==> src/bmp_pkg.sv <==
`timescale 1ns / 1ps
`default_nettype none
package bmp_pkg;

  localparam int unsigned ValW = 30;
  localparam int unsigned ArgW = 10;
  localparam int unsigned DefaultMaxN = 1024;

  localparam logic [ValW-1:0] PRIME = 30'd998244353;
  localparam logic [ValW-1:0] FERMAT_EXP = PRIME - 30'd2;
  localparam int unsigned ExpBitW = 5;
  localparam logic [ExpBitW-1:0] EXP_TOP_BIT = 5'(ValW - 1);

  // barrett constant floor(2^60 / p), fits in 31 bits
  localparam logic [63:0] BARRETT_MU_64 = (64'd1 << 60) / {34'd0, PRIME};
  localparam logic [30:0] BARRETT_MU = BARRETT_MU_64[30:0];

  typedef enum logic [3:0] {
    ST_INIT,
    ST_FACT_MUL,
    ST_FACT_WAIT,
    ST_POW_ACC,
    ST_POW_ACC_WAIT,
    ST_POW_SQ,
    ST_POW_SQ_WAIT,
    ST_INV_MUL,
    ST_INV_WAIT,
    ST_READY
  } build_st_e;

  typedef struct packed {
    logic            valid;
    logic [ValW-1:0] a;
    logic [ValW-1:0] b;
  } mm_req_t;

  typedef struct packed {
    logic            fact_we;
    logic            inv_we;
    logic [ValW-1:0] data;
  } tbl_wr_t;

endpackage
`default_nettype wire

==> src/bmp_modmul.sv <==
`timescale 1ns / 1ps
`default_nettype none
module bmp_modmul import bmp_pkg::*; #(
  parameter int unsigned TAG_W = 1
) (
  input  wire logic             clk_i,
  input  wire logic             rst_ni,
  input  wire logic             valid_i,
  input  wire logic [ValW-1:0]  a_i,
  input  wire logic [ValW-1:0]  b_i,
  input  wire logic [TAG_W-1:0] tag_i,
  output logic                  valid_o,
  output logic      [ValW-1:0]  prod_o,
  output logic      [TAG_W-1:0] tag_o
);

  logic [2:0]       v_q;
  logic [TAG_W-1:0] tag1_q, tag2_q, tag3_q;
  logic [59:0]      x_q;
  logic [30:0]      quo_q;
  logic [31:0]      xlo_q;
  logic [31:0]      rem_q;
  logic [61:0]      quo_full;
  logic [60:0]      qp_full;
  logic [31:0]      rem_d;
  logic [ValW-1:0]  res_d;

  // barrett estimate, at most two short of the true quotient
  assign quo_full = 62'(x_q[59:29]) * 62'(BARRETT_MU);
  assign qp_full  = 61'(quo_q) * 61'(PRIME);
  assign rem_d    = xlo_q - qp_full[31:0];

  always_comb begin
    if (rem_q >= {1'b0, PRIME, 1'b0}) begin
      res_d = ValW'(rem_q - {1'b0, PRIME, 1'b0});
    end else if (rem_q >= {2'b0, PRIME}) begin
      res_d = ValW'(rem_q - {2'b0, PRIME});
    end else begin
      res_d = rem_q[ValW-1:0];
    end
  end

  always_ff @(posedge clk_i or negedge rst_ni) begin
    if (!rst_ni) begin
      v_q     <= '0;
      valid_o <= 1'b0;
    end else begin
      v_q     <= {v_q[1:0], valid_i};
      valid_o <= v_q[2];
    end
  end

  always_ff @(posedge clk_i) begin
    x_q    <= 60'(a_i) * 60'(b_i);
    tag1_q <= tag_i;
    quo_q  <= quo_full[61:31];
    xlo_q  <= x_q[31:0];
    tag2_q <= tag1_q;
    rem_q  <= rem_d;
    tag3_q <= tag2_q;
    prod_o <= res_d;
    tag_o  <= tag3_q;
  end

endmodule
`default_nettype wire

==> config.mk <==
export PLATFORM = sky130hd
export DESIGN_NAME = bmp_modmul
export DESIGN_NICKNAME = d
export VERILOG_FILES = /design/src/bmp_pkg.sv /design/src/bmp_modmul.sv
export SDC_FILE = /design/constraint.sdc
export NUM_CORES = 2
export LEC_CHECK = 0
export ABC_AREA = 1
export BUFFER_PORTS_ARGS = -buffer_cell sky130_fd_sc_hd__buf_2
export CAP_MARGIN = 20
export CORE_ASPECT_RATIO = 0.9
export CORE_MARGIN = 2
export CORE_UTILIZATION = 50
export CTS_CLUSTER_SIZE = 10
export DETAILED_ROUTE_END_ITERATION = 10
export PLACE_DENSITY = 0.73
export SLEW_MARGIN = 20
export SYNTH_ARGS = -nofsm -noshare
export SYNTH_HDL_FRONTEND = slang
export SYNTH_SLANG_ARGS = --single-unit
==> constraint.sdc <==
create_clock -name clk_i -period 7.95 [get_ports clk_i]
set_input_delay 0.795 -clock clk_i [delete_from_list [all_inputs] [get_ports clk_i]]
set_output_delay 0.795 -clock clk_i [all_outputs]
set_load 0.05 [all_outputs]
# Word level (Yosys, flattened, before mapping)
# Index checks and enable logic that the tools add are counted.
[totals]
in_bits = 64
register_bits = 193
out_inout_bits = 32
elab_cells = 21
[op_classes]
mul = 3
magnitude_cmp = 2
n_addsub = 3
muxes = 2
[ops]
columns = ["operator", "count"]
rows = [
  ["31-bit by 31-bit multiplier with 62-bit output, second input constant", 1],
  ["30-bit by 30-bit multiplier with 60-bit output", 1],
  ["30-bit 2-to-1 mux", 2],
  ["30-bit subtractor, second input constant", 2],
  ["32-bit by 30-bit greater-or-equal comparator with 1-bit output, second input constant", 1],
  ["32-bit by 31-bit greater-or-equal comparator with 1-bit output, second input constant", 1],
  ["31-bit by 30-bit multiplier with 32-bit output, second input constant", 1],
  ["32-bit subtractor", 1],
]

# Longest topological paths before layout
[depth]
word_depth = 3
ltp_mapped = 32
depth_no_buf = 31

# Worst setup path before layout
# OpenSTA, ideal clock, no wires.
[synth_timing]
path_type = "input to register"
startpoint = "input b_i[6]"
endpoint = "register x_q[59]"
setup_time_ns = 0.058
t_arrival_ns = 6.634
n_path_buf = 1
required_time_ns = 7.892
slack_ns = 1.258
path_stages = 25
cell_sequence = "clkbuf_1 > nand2_1 > fa_1 > inv_1 > fa_1 > inv_1 > fa_1 > inv_1 > fa_1 > fa_1 > fa_1 > fa_1 > inv_1 > fa_1 > inv_1 > ha_1 > nand2_1 > nor2_1 > nand2_1 > nor2_1 > and2_1 > nand2_1 > nand3b_1 > nand2_1 > nand2_1"
[synth_via]
elab_chain_len = 1
[synth_rtl]
columns = ["item", "line", "source"]
rows = [
  ["from (decl)", "bmp_modmul.sv:10", "input wire logic [ValW-1:0] b_i,"],
  ["30-bit by 30-bit multiplier with 60-bit output", "bmp_modmul.sv:54", "x_q <= 60'(a_i) * 60'(b_i);"],
  ["to (signal assigned)", "bmp_modmul.sv:54", ""],
  ["to (decl)", "bmp_modmul.sv:19", "logic [59:0] x_q;"],
]
# Every way passes these cells.

# Worst setup path in the final report
[layout_timing]
startpoint = "input b_i[6]"
endpoint = "register x_q[47]"
# The elaborated chain is that of the path after synthesis.

==> reports/results.tsv <==
stage	metric	value	unit
run_status	status	completed	
routing	Routed WL	167000	µm
timing	max-slew violation count	0	
place	GPL Wtd Cong	1.05	
yosys	largest area contributor in the netlist	fa_1	
cts	CTS Root Cell	clkbuf_16	
cts	clk buf depth	2	
grt	vias in the first global route	49500	
cts	postcts setup bufs	0	
grt	largest net degree at the start of global routing	47	
worst_setup_path	Worst path max stage delay	0.59	ns
timing	fin crit period	7.39	ns
min_path	HP Class	in2async	
die	Rows	118	
grt	initial antenna violation count	7	
die	IO Pins	96	
yosys	Syn Inst Count	7797	
worst_setup_path	Reg2Reg Launch Point	x_q[39]	
cts	clk slew on worst S/H paths	0.11	ns
yosys	Synth top cells by count	2394 x inv_1, 2163 x nand2_1, 1061 x fa_1, 762 x ha_1, 305 x nor2_1	
grt	total gr overflow	0	
timing	Max-slew headroom	33.9	%
timing	clock skew	0.0329	ns
cts	Hold Buf Count CTS	0	
worst_setup_path	setup slack, reg-to-reg	1.39	ns
routing	DRC	0	
worst_setup_path	CP max FO	30	
cells_and_area	layout cells sized above 1	3.41	%
routing	number of routed nets with antenna violations	0	
die	Die H	327	µm
place	IO Port Bufs	95	
routing	WL/cell	17.9	µm
yosys	Post-synth EDFFs	0	
cts	Worst-Skew Late Latency	0.51	ns
job	Max Cap Violations	0	
worst_setup_path	Worst EP arrival	7.79	ns
routing	DRT iter0 DRCs	3601	
yosys	Netlist cell types	40	
timing	worst-margin pin slew	0.990	ns
timing	# setup viols final	0	
yosys	#FFs+latches synth	193	
timing	final hold violations	0	
timing	Final TNS setup	0	ns
die	die area	119000	µm²
place	Placed Cells	9287	
timing	RSZ-0062 raised after global routing	no	
routing	Via Count	47600	
cts	cts bufs inserted	17	
timing	period utilisation layout	92.9	%
grt	first-pass GRT wire length	267000	µm
die	core outline area	115000	µm²
cells_and_area	Finished Layout Cells	9323	
worst_setup_path	worst reg2reg path endpoint	quo_q[14]	
worst_setup_path	CP required	8.35	ns
yosys	Post-synth ARST share	2.07	%
yosys	Synth top area share	36.5	%
cells_and_area	net count reported at finish	9693	
yosys	Top FF cell, synth	dfxtp_1	
worst_setup_path	Crit Path Class	in2reg	
place	DP HPWL	145000	µm
timing	highest clock rate	135	MHz
yosys	Synth warnings	0	
routing	Vias/cell	5.11	
worst_setup_path	Setup crit start	b_i[6]	
yosys	Syn Area/Cell	7.46	µm²
worst_setup_path	startpoint types	primary input	
worst_setup_path	slowest CP cell	fa_1	
routing	TritonRoute pass-1 iters	6	
yosys	post-synthesis sequential area ratio	6.68	%
die	Die W	363	µm
cells_and_area	Layout area overhead	4.88	%
worst_setup_path	crit path capture	x_q[47]	
worst_setup_path	cell count of the worst reg-to-reg path	23	
yosys	most frequent cell after synthesis	inv_1	
cts	cts repair resizes	0	
grt	gr usage total	28.9	%
yosys	Mapped Nets	9684	
cts	CTS tree	built	
yosys	Synth area leaders	fa_1 37%, ha_1 16%, inv_1 15%	
cts	# clock sinks	193	
die	Initial Util	50.5	%
worst_setup_path	CP Capture Type	flop	
cts	Max H-tree Level	4	
timing	Min Hold Slack	0.0668	ns
yosys	synthesized area	58100	µm²
how the worst min path moves through the flow:
stage,from,to,slack (ns),cells past startpoint
floorplan,tag1_q,tag2_q,0.31,0
global placement,x_q[10],xlo_q[10],0.31,0
detailed placement,x_q[6],xlo_q[6],0.31,0
CTS,rst_ni,v_q[0],0.05,1
global route,rst_ni,v_q[0],0.06,1
finish,rst_ni,v_q[0],0.07,1
critical path, delay by kind of cell:
kind | cells | cell delay, ns
simple gates | 8 | 1.26
buf+inv | 9 | 1.08
fa+ha+maj | 9 | 4.35
compound gates | 1 | 0.27
layer usage:
metal	wire length, µm	vias up	global-route usage (%)
met5	13	-	0
met4	6260	2	10.0
met3	12700	353	4.33
met2	78700	1751	48.1
met1	69600	23200	38.4
li1	-	22300	-
cell usage in the layout, fill, tap and decap left out, types with 48 or more instances in the layout:
cell type	netlist	final
xor2_1	106	106
ha_1	762	762
a21oi_1	167	167
o21ai_0	71	71
nand3_1	157	157
dfxtp_1	189	189
buf_2	3	95
fa_1	1061	1061
nand4_1	48	48
inv_1	2394	2394
nand2_1	2163	2163
nor2_1	305	305
buf_4	3	85
cell type report:
class,count,area [µm²]
sequential,193,3880
multi-input combinational,5013,44500
antenna,4,10.0
tap,1500,1880
timing repair buffer,181,1130
clock buffer,18,439
clock inverter,14,149
inverter,2400,9010
fill,11000,54200
logic make-up after synthesis:
| family | share of synthesized area (%) |
|---|---|
| AO/OA/AOI/OAI | 2.86 |
| XOR/XNOR | 1.82 |
| adder cells (fa/ha/maj) | 52.9 |
| buffers and inverters | 16.8 |
| flip-flops | 6.68 |
| AND/OR/NAND/NOR | 18.9 |
flip-flops by register name, summed over array words and instances, names as in the netlist, 3 cells and up:
| signal | cells |
|---|---|
| v_q | 3 |
| xlo_q | 32 |
| quo_q | 31 |
| x_q | 60 |
| prod_o | 30 |
| rem_q | 32 |
through the flow:
| step | utilization [%] | area, µm² | setup slack (ns) |
|---|---|---|---|
| final | 52.9 | 61000 | 0.565 |
| after floorplan | - | 58100 | 1.26 |
| after global routing | 52.9 | 61000 | 0.327 |
| after detailed placement | 52.4 | 60400 | 0.234 |
| after global placement | 52.4 | 60400 | 0.237 |
| after CTS | 52.9 | 61000 | 0.752 |
Power is left out: the tool's default activity adds up to more than one toggle a clock period on the data nets, which glitch-free logic cannot reach.
