### src/bmp_pkg.sv
`timescale 1ns / 1ps
`default_nettype none
package bmp_pkg;

  localparam int unsigned ValW = 30;
  localparam int unsigned ArgW = 10;
  localparam int unsigned DefaultMaxN = 1024;

  localparam logic [ValW-1:0] PRIME = 30'd998244353;
  localparam logic [ValW-1:0] FERMAT_EXP = PRIME - 30'd2;
  localparam int unsigned ExpBitW = 5;
  localparam logic [ExpBitW-1:0] EXP_TOP_BIT = 5'(ValW - 1);

  // barrett constant floor(2^60 / p), fits in 31 bits
  localparam logic [63:0] BARRETT_MU_64 = (64'd1 << 60) / {34'd0, PRIME};
  localparam logic [30:0] BARRETT_MU = BARRETT_MU_64[30:0];

  typedef enum logic [3:0] {
    ST_INIT,
    ST_FACT_MUL,
    ST_FACT_WAIT,
    ST_POW_ACC,
    ST_POW_ACC_WAIT,
    ST_POW_SQ,
    ST_POW_SQ_WAIT,
    ST_INV_MUL,
    ST_INV_WAIT,
    ST_READY
  } build_st_e;

  typedef struct packed {
    logic            valid;
    logic [ValW-1:0] a;
    logic [ValW-1:0] b;
  } mm_req_t;

  typedef struct packed {
    logic            fact_we;
    logic            inv_we;
    logic [ValW-1:0] data;
  } tbl_wr_t;

endpackage
`default_nettype wire

### src/bmp_builder.sv
`timescale 1ns / 1ps
`default_nettype none
module bmp_builder import bmp_pkg::*; #(
  parameter int unsigned MAX_N = DefaultMaxN,
  localparam int unsigned AddrW = (MAX_N > 1) ? $clog2(MAX_N) : 1
) (
  input  wire logic             clk_i,
  input  wire logic             rst_ni,
  input  wire logic             res_valid_i,
  input  wire logic [ValW-1:0]  res_i,
  output mm_req_t               req_o,
  output tbl_wr_t               wr_o,
  output logic      [AddrW-1:0] waddr_o,
  output logic                  ready_o
);

  localparam logic [AddrW-1:0] LastIdx = AddrW'(MAX_N - 1);

  build_st_e          state_q, state_d;
  logic [ValW-1:0]    acc_q, acc_d;
  logic [ValW-1:0]    sq_q, sq_d;
  logic [AddrW-1:0]   cnt_q, cnt_d;
  logic [ExpBitW-1:0] ebit_q, ebit_d;

  always_comb begin
    state_d = state_q;
    case (state_q)
      ST_INIT:     state_d = ST_FACT_MUL;
      ST_FACT_MUL: state_d = ST_FACT_WAIT;
      ST_FACT_WAIT: begin
        if (res_valid_i) begin
          state_d = (cnt_q == LastIdx) ? ST_POW_ACC : ST_FACT_MUL;
        end
      end
      ST_POW_ACC: state_d = FERMAT_EXP[ebit_q] ? ST_POW_ACC_WAIT : ST_POW_SQ;
      ST_POW_ACC_WAIT: begin
        if (res_valid_i) begin
          state_d = ST_POW_SQ;
        end
      end
      ST_POW_SQ: state_d = (ebit_q == EXP_TOP_BIT) ? ST_INV_MUL : ST_POW_SQ_WAIT;
      ST_POW_SQ_WAIT: begin
        if (res_valid_i) begin
          state_d = ST_POW_ACC;
        end
      end
      ST_INV_MUL: state_d = ST_INV_WAIT;
      ST_INV_WAIT: begin
        if (res_valid_i) begin
          state_d = (cnt_q == AddrW'(1)) ? ST_READY : ST_INV_MUL;
        end
      end
      ST_READY: state_d = ST_READY;
      default:  state_d = ST_INIT;
    endcase
  end

  always_comb begin
    req_o   = '{valid: 1'b0, a: acc_q, b: ValW'(cnt_q)};
    wr_o    = '{fact_we: 1'b0, inv_we: 1'b0, data: res_i};
    waddr_o = cnt_q;
    acc_d   = acc_q;
    sq_d    = sq_q;
    cnt_d   = cnt_q;
    ebit_d  = ebit_q;
    case (state_q)
      ST_INIT: begin
        wr_o.fact_we = 1'b1;
        wr_o.data    = ValW'(1);
        waddr_o      = '0;
        acc_d        = ValW'(1);
        cnt_d        = AddrW'(1);
      end
      ST_FACT_MUL: req_o.valid = 1'b1;
      ST_FACT_WAIT: begin
        if (res_valid_i) begin
          wr_o.fact_we = 1'b1;
          if (cnt_q == LastIdx) begin
            sq_d   = res_i;
            acc_d  = ValW'(1);
            ebit_d = '0;
          end else begin
            acc_d = res_i;
            cnt_d = cnt_q + AddrW'(1);
          end
        end
      end
      ST_POW_ACC: begin
        req_o.valid = FERMAT_EXP[ebit_q];
        req_o.b     = sq_q;
      end
      ST_POW_ACC_WAIT: begin
        if (res_valid_i) begin
          acc_d = res_i;
        end
      end
      ST_POW_SQ: begin
        if (ebit_q == EXP_TOP_BIT) begin
          // acc now holds the inverse of the top factorial
          wr_o.inv_we = 1'b1;
          wr_o.data   = acc_q;
          waddr_o     = LastIdx;
          cnt_d       = LastIdx;
        end else begin
          req_o = '{valid: 1'b1, a: sq_q, b: sq_q};
        end
      end
      ST_POW_SQ_WAIT: begin
        if (res_valid_i) begin
          sq_d   = res_i;
          ebit_d = ebit_q + ExpBitW'(1);
        end
      end
      ST_INV_MUL: req_o.valid = 1'b1;
      ST_INV_WAIT: begin
        waddr_o = cnt_q - AddrW'(1);
        if (res_valid_i) begin
          wr_o.inv_we = 1'b1;
          acc_d       = res_i;
          cnt_d       = cnt_q - AddrW'(1);
        end
      end
      ST_READY: ;
      default: ;
    endcase
  end

  assign ready_o = (state_q == ST_READY);

  always_ff @(posedge clk_i or negedge rst_ni) begin
    if (!rst_ni) begin
      state_q <= ST_INIT;
      acc_q   <= '0;
      sq_q    <= '0;
      cnt_q   <= '0;
      ebit_q  <= '0;
    end else begin
      state_q <= state_d;
      acc_q   <= acc_d;
      sq_q    <= sq_d;
      cnt_q   <= cnt_d;
      ebit_q  <= ebit_d;
    end
  end

endmodule
`default_nettype wire

### config.mk
export PLATFORM = sky130hd
export DESIGN_NAME = bmp_builder
export DESIGN_NICKNAME = d
export VERILOG_FILES = /design/src/bmp_pkg.sv /design/src/bmp_builder.sv
export SDC_FILE = /design/constraint.sdc
export NUM_CORES = 1
export LEC_CHECK = 0
export BUFFER_PORTS_ARGS = -buffer_cell sky130_fd_sc_hd__buf_4
export CORE_UTILIZATION = 45
export DETAILED_ROUTE_END_ITERATION = 12
export PLACE_DENSITY = 0.74
export RECOVER_POWER = 50
export SLEW_MARGIN = 20
export SYNTH_ARGS = -nofsm -noshare
export SYNTH_HDL_FRONTEND = slang
export SYNTH_SLANG_ARGS = --single-unit
### constraint.sdc
create_clock -name clk_i -period 2.05 [get_ports clk_i]
set_input_delay 0.41 -clock clk_i [delete_from_list [all_inputs] [get_ports clk_i]]
set_output_delay 0.41 -clock clk_i [all_outputs]
set_load 0.05 [all_outputs]
=== Word-level counts from Yosys, hierarchy flattened ===
Memories as Yosys holds them, arrays and structs flattened.
Cells that the tools add are included.

* Add/sub/neg operators: 3
* Magnitude comparators: 1
* Eq/ne operators: 19
* Multiplexer cells: 36
* Reduce and logical (&&, ||, !) cells: 10

{| class="wikitable"
|+ Operators by type and width
! kind !! count
|-
| 30-bit 2-to-1 mux || 6
|-
| 30-bit case mux with 2 select lines || 3
|-
| 30-bit case mux with 3 select lines || 1
|-
| 61-bit 2-to-1 mux || 1
|-
| 10-bit 2-to-1 mux || 4
|-
| 10-bit case mux with 4 select lines || 1
|-
| 4-bit case mux with 10 select lines || 1
|-
| 31-bit 2-to-1 mux || 1
|-
| 10-bit case mux with 3 select lines || 1
|-
| 4-bit 2-to-1 mux || 5
|-
| 4-bit by 3-bit equality test with 1-bit output, second input constant || 4
|-
| 5-bit 2-to-1 mux || 3
|-
| 2-bit inequality test, second input constant || 6
|-
| 4-bit AND reduction || 3
|-
| 10-bit by 1-bit adder with 10-bit output, second input constant || 1
|-
| 10-bit by 1-bit equality test with 1-bit output, second input constant || 1
|-
| 10-bit equality test, second input constant || 1
|-
| 5-bit case mux with 2 select lines || 1
|-
| 10-bit by 1-bit subtractor with 10-bit output, second input constant || 1
|-
| 4-bit by 2-bit equality test with 1-bit output, second input constant || 2
|-
| 4-bit equality test, second input constant || 2
|-
| 5-bit by 6-bit less-than comparator with 1-bit output, second input constant || 1
|-
| 5-bit by 1-bit adder with 5-bit output, second input constant || 1
|-
| 5-bit equality test, second input constant || 1
|-
| 12 further kinds || 17
|}

* Register bits after elaboration: 79
* Bits in read-only memories: 32
* Bits of input ports: 33
* Output and inout bits: 104
* Logic and storage cells: 75
* Memories: 1

{| class="wikitable"
|+ Memory list
! name !! depth !! width !! rd ports !! clocked after Yosys merged registers in !! write ports !! line !! text
|-
| (no name shown) || 32 || 1 || 1 || 0 || 0 || bmp_builder.sv:89 || <nowiki>req_o.valid = FERMAT_EXP[ebit_q];</nowiki>
|}

=== Logic depth before layout (Yosys ltp) ===
* Word-level depth: 4
* Mapped depth: 9
* Depth with buffers taken out: 7

=== Least setup slack after synthesis ===
OpenSTA, ideal clock, no wires.

* Path kind: register to output
* From: register state_q[1]
* To: output port req_o[0] (netlist name)
* Data arrival time: 2.363 ns
* Required time: 1.640 ns
* Slack: -0.723 ns
* Stages on the path, launching flop included: 8
* Buffers on the path: 3
* Cells stage by stage: dfrtp_1 -> buf_2 -> buf_2 -> nor2b_1 -> a21oi_1 -> nor2_1 -> buf_2 -> o21ai_0

{| class="wikitable"
|+ RTL lines
! element !! line !! text
|-
| start: declaration || bmp_builder.sv:19 || <nowiki>build_st_e state_q, state_d;</nowiki>
|-
| start signal: assignment || bmp_builder.sv:138 || <nowiki>state_q <= state_d;</nowiki>
|-
| end: declaration || bmp_builder.sv:11 || <nowiki>output mm_req_t req_o,</nowiki>
|}

=== Worst setup path in the final report ===
* From: register cnt_q[3]
* To: output port waddr_o[9]

* Cells in the longest elaborated chain, start to end: 2

{| class="wikitable"
|+ RTL lines
! element !! line !! text
|-
| start: declaration || bmp_builder.sv:22 || <nowiki>logic [AddrW-1:0] cnt_q, cnt_d;</nowiki>
|-
| start signal: assignment || bmp_builder.sv:141 || <nowiki>cnt_q <= cnt_d;</nowiki>
|-
| 10-bit by 1-bit subtractor with 10-bit output || bmp_builder.sv:116 || <nowiki>waddr_o = cnt_q - AddrW'(1);</nowiki>
|-
| 10-bit case mux with 3 select lines || bmp_builder.sv:66 || <nowiki>case (state_q)</nowiki>
|-
| end: declaration || bmp_builder.sv:13 || <nowiki>output logic [AddrW-1:0] waddr_o,</nowiki>
|}

Every way passes these cells.

==> metrics list <==
- The flow ran to the end, but the final reports show violations.
- The checks that failed: setup timing.
- Counting flops and latches in the post-synthesis netlist gives 79.
- Total wirelength of the detailed-routed design: between 20,000 and 25,000 um
* Post-route total power: 14,800 uW
- After detailed routing, the number of remaining DRC violations is 0.
- Worst-path cell chain: or4_4, or3_4, o31a_1, nand2_4, buf_8
* First DRT Iteration DRCs: 456
* Number of placement rows: 38
- Port-buffer cells: 136
* Number of different library cells in the post-synthesis netlist: 61
* Die height: 108 um
* Slew @ Worst Pin: 1.01 ns
- Number of global-route vias before repair: 5,582
- Final weighted congestion in routability-driven placement: 0.908
* Proportion of synthesized chip area in sequential cells: roughly two fifths
- The initial antenna violation count came to 0.
* Post-Place Worst Slack: -0.294 ns
* Number of ports placed on the die boundary: 137
- The filler cells instantiated in the layout total 543.
* HPWL Detailed: 11,900 um
- Critical Path Source Type: register
- DIE WIDTH: roughly 110 um
* Core footprint: 10,900 um2
- Highest net fanout along the worst path: 4
- Area overhead of the layout relative to synthesis: 78.8%
- Clock edge transition at the registers on the reported setup and hold paths: around 0.10 ns
- In this run the tightest slew margin relative to its limit is about 33%.
- The worst register-to-register path begins at cnt_q[3].
- Number of hold-slack violations in the final timing report: 0
* Number of nets still failing antenna checks after routing: 0
- The final count of pins violating max slew was 0.
- Post-Synthesis Net Count: 549
* Wire length of the first global-routing pass: 29,700 um
- Post-layout worst setup margin: -0.614 ns
- Before antenna repair, the detailed router went through 5 iterations.
- Critical path data arrival time: around 2.3 ns
* Post-synth EDFFs: 0
- Final sum of negative setup slack: -68.53 ns
- In this design, the stage delay of the slowest critical-path cell is 0.58 ns.
* Average wire per standard cell: 24.7 um
* Number of endpoints failing setup at the final stage: 180
- In this run the number of H-tree levels came out at 3.
* Critical Path End Type: output port
- In this run the critical register-to-register path is captured at state_q[2].
- Clk Latency, worst-skew pair: 0.35 ns
- Kind of path behind the tightest hold check: input port to async pin
- Util after Layout: 83.2%
- Overall routing resource usage: 33.1%
- The most used flip-flop cell after synthesis is dfrtp_1.
- Clock skew: between 0.01 and 0.015 ns
- The die covers 11,700 um2.
* Register-to-register path setup slack: -0.44 ns
* Count of mapped cells out of synthesis: 509
- Once the floorplan was initialized, standard cells occupied 46.5% of the core.
* Post-route minimum period: 2.66 ns
- In the routed layout, each cell is associated on average with a via count of 6.33.
- Timing would allow up to ~0.38 GHz.
* Period Utilization, post-route: 130%
- The critical path is of the register to output port type.
- 0 antenna diodes ended up in the layout.
- Post-Synthesis Mean Instance Area: 9.95 um2
- Maximum count of clock buffers along a single path: 2
- The worst register-to-register path has a depth of 7.
- Counting flops with an async set or reset pin after synthesis yields a share of 100%.
* Final global-route overflow total: 0
- Among all stages on the critical path, the largest delay is contributed by or4_4.
- Setup repair after global routing could not meet its margin everywhere.
- Register area: 1980 um2
* Number of nets in the layout: between 700 and 800
* Max-cap violations: 0
* Mapped Area: 5060 um2
- Fraction of final layout cells with drive strength greater than 1: 65.6%
- The number of clock buffers added by TritonCTS is 9.
- For this block, the via count after detailed routing is 5,661.
- The Yosys step of the flow raised 0 warnings.
- Entering global routing, the biggest net connects 39 pins.
- IR analysis of the VDD net gives a maximum drop of 1.31 mV.
- STA puts the critical path data required time at 1.64 ns.
* Clock tree root buffer cell: clkbuf_8
- Counting every sink on the clock net gives between 70 and 80.
- P per Cell Area: 1630 nW/um2
* TritonCTS clock tree: done
- Summed over all cells, the static leakage comes to about 0.0043 uW.
- Area of combinational cells with multiple inputs: ~3600 um2
* Hold-fix buffers at CTS: 0
==> routing by layer <==
layer  wire [um]  part of all wire, %  vias up  global-route usage (%)
li1            -                    -     2399                       -
met1        8370                   38     2803                    41.7
met2       11100                   50      357                    56.6
met3        1610                  7.3      102                    6.09
met4        1040                  4.7        0                    11.9
met5           0                    0        -                       0
==> per-stage QoR <==
step	hold WS [ns]	instances	instance area (um2)
2_1_floorplan	0.114	509	5490
3_3_place_gp	0.402	830	7150
3_5_place_dp	0.411	830	7150
4_1_cts	0.0337	871	8330
5_1_grt	0.273	895	9050
6_report	0.206	895	9050
==> registers in the layout, indices dropped and copies added, names as in the netlist <==
signal	count
cnt_q	10
ebit_q	5
acc_q	30
state_q	4
sq_q	30
==> power breakdown <==
part | internal [uW] | switching [uW] | leakage (uW)
Clock | 494 | 676 | 0.0000950
Combinational | 4960 | 6020 | 0.00321
Sequential | 2080 | 538 | 0.00102
==> cell usage in the layout (no fill, tap or decap), types with 5 or more instances in the layout <==
cell       netlist  routed
clkbuf_8         0      10
nand3_1         12       7
nor3_1           8       6
clkbuf_16        0       6
a22o_2           0      16
o21ai_2          0      10
nand2b_1        11       8
nor2_1          16      11
buf_6            4     115
buf_8            0      29
nand2_1         29      16
o21ai_0         44      13
a22o_1          60      31
mux2_4           0      27
o21ai_1          2      16
buf_12           0       8
inv_1           10      10
o21ai_4          0       7
a21oi_1         13       9
mux2_2          64      38
a22o_4           0      13
dfrtp_1         79      77
a31oi_1          7       7
and2_4           0      21
nand2_2          0       9
nor2b_1          8       5
buf_4            0     112
==> area by class of cell <==
cell class                      instances  area share (%)
Sequential cell                        79            21.9
Timing Repair Buffer                  277            33.5
Clock buffer                           10            1.52
Clock inverter                          6           0.594
Tap cell                              140            1.93
Inverter                               10           0.415
Multi-Input combinational cell        373            40.2
==> worst max-delay path: cells and delay by family (launching register included) <==
kind,cells,cell delay (ns)
buf+inv,1,0.14
flops,1,0.40
compound gates,1,0.31
simple gates,3,1.05
==> Yosys cell counts, drive strengths merged (4+ instances only) <==
| cell | number | area [um2] |
|---|---|---|
| nor2 | 16 | 60.1 |
| mux2 | 65 | 732 |
| nand2 | 29 | 109 |
| inv | 10 | 37.5 |
| dfrtp | 79 | 1980 |
| a31oi | 7 | 43.8 |
| ha | 7 | 87.6 |
| nand4 | 4 | 25.0 |
| a22o | 60 | 526 |
| nor2b | 8 | 50.1 |
| and2 | 21 | 131 |
| nand3 | 12 | 60.1 |
| a21oi | 13 | 65.1 |
| nand2b | 11 | 68.8 |
| o21ai | 46 | 230 |
| o41ai | 4 | 53.8 |
| clkbuf | 24 | 90.1 |
| buf | 23 | 136 |
| or3 | 5 | 36.3 |
| a21o | 4 | 30.0 |
| nor3 | 8 | 40.0 |
==> repair_timing <==
item                       CTS  global route
gates resized for setup    191           122
pin swaps                   11            23
setup buffers               21            26
cloned                       5             8
setup endpoints to repair  149           182
==> cell families (layout without fill, tap and decap cells) <==
logic type | Yosys count | count (layout) | share of synthesized area (%)
AO/OA/AOI/OAI | 166 | 166 | 24.2
XOR/XNOR | 1 | 1 | 0.173
adder cells (fa/ha/maj) | 7 | 7 | 1.73
buffers and inverters | 57 | 303 | 5.21
flip-flops | 79 | 79 | 39.0
multiplexers | 65 | 65 | 14.5
AND/OR/NAND/NOR | 134 | 134 | 15.2
==> worst max path at each step <==
stage / from / end / slack [ns] / cells past startpoint
floorplan: state_q[1] / waddr_o[1] / -0.22 / 3
global placement: cnt_q[3] / waddr_o[9] / -0.26 / 5
detailed placement: cnt_q[3] / waddr_o[9] / -0.29 / 5
CTS: cnt_q[3] / waddr_o[9] / -0.57 / 5
global route: ebit_q[1] / wr_o[0] / -0.66 / 10
finish: cnt_q[3] / waddr_o[9] / -0.61 / 5
No activity file was read; power rests on OpenSTA's default activity.
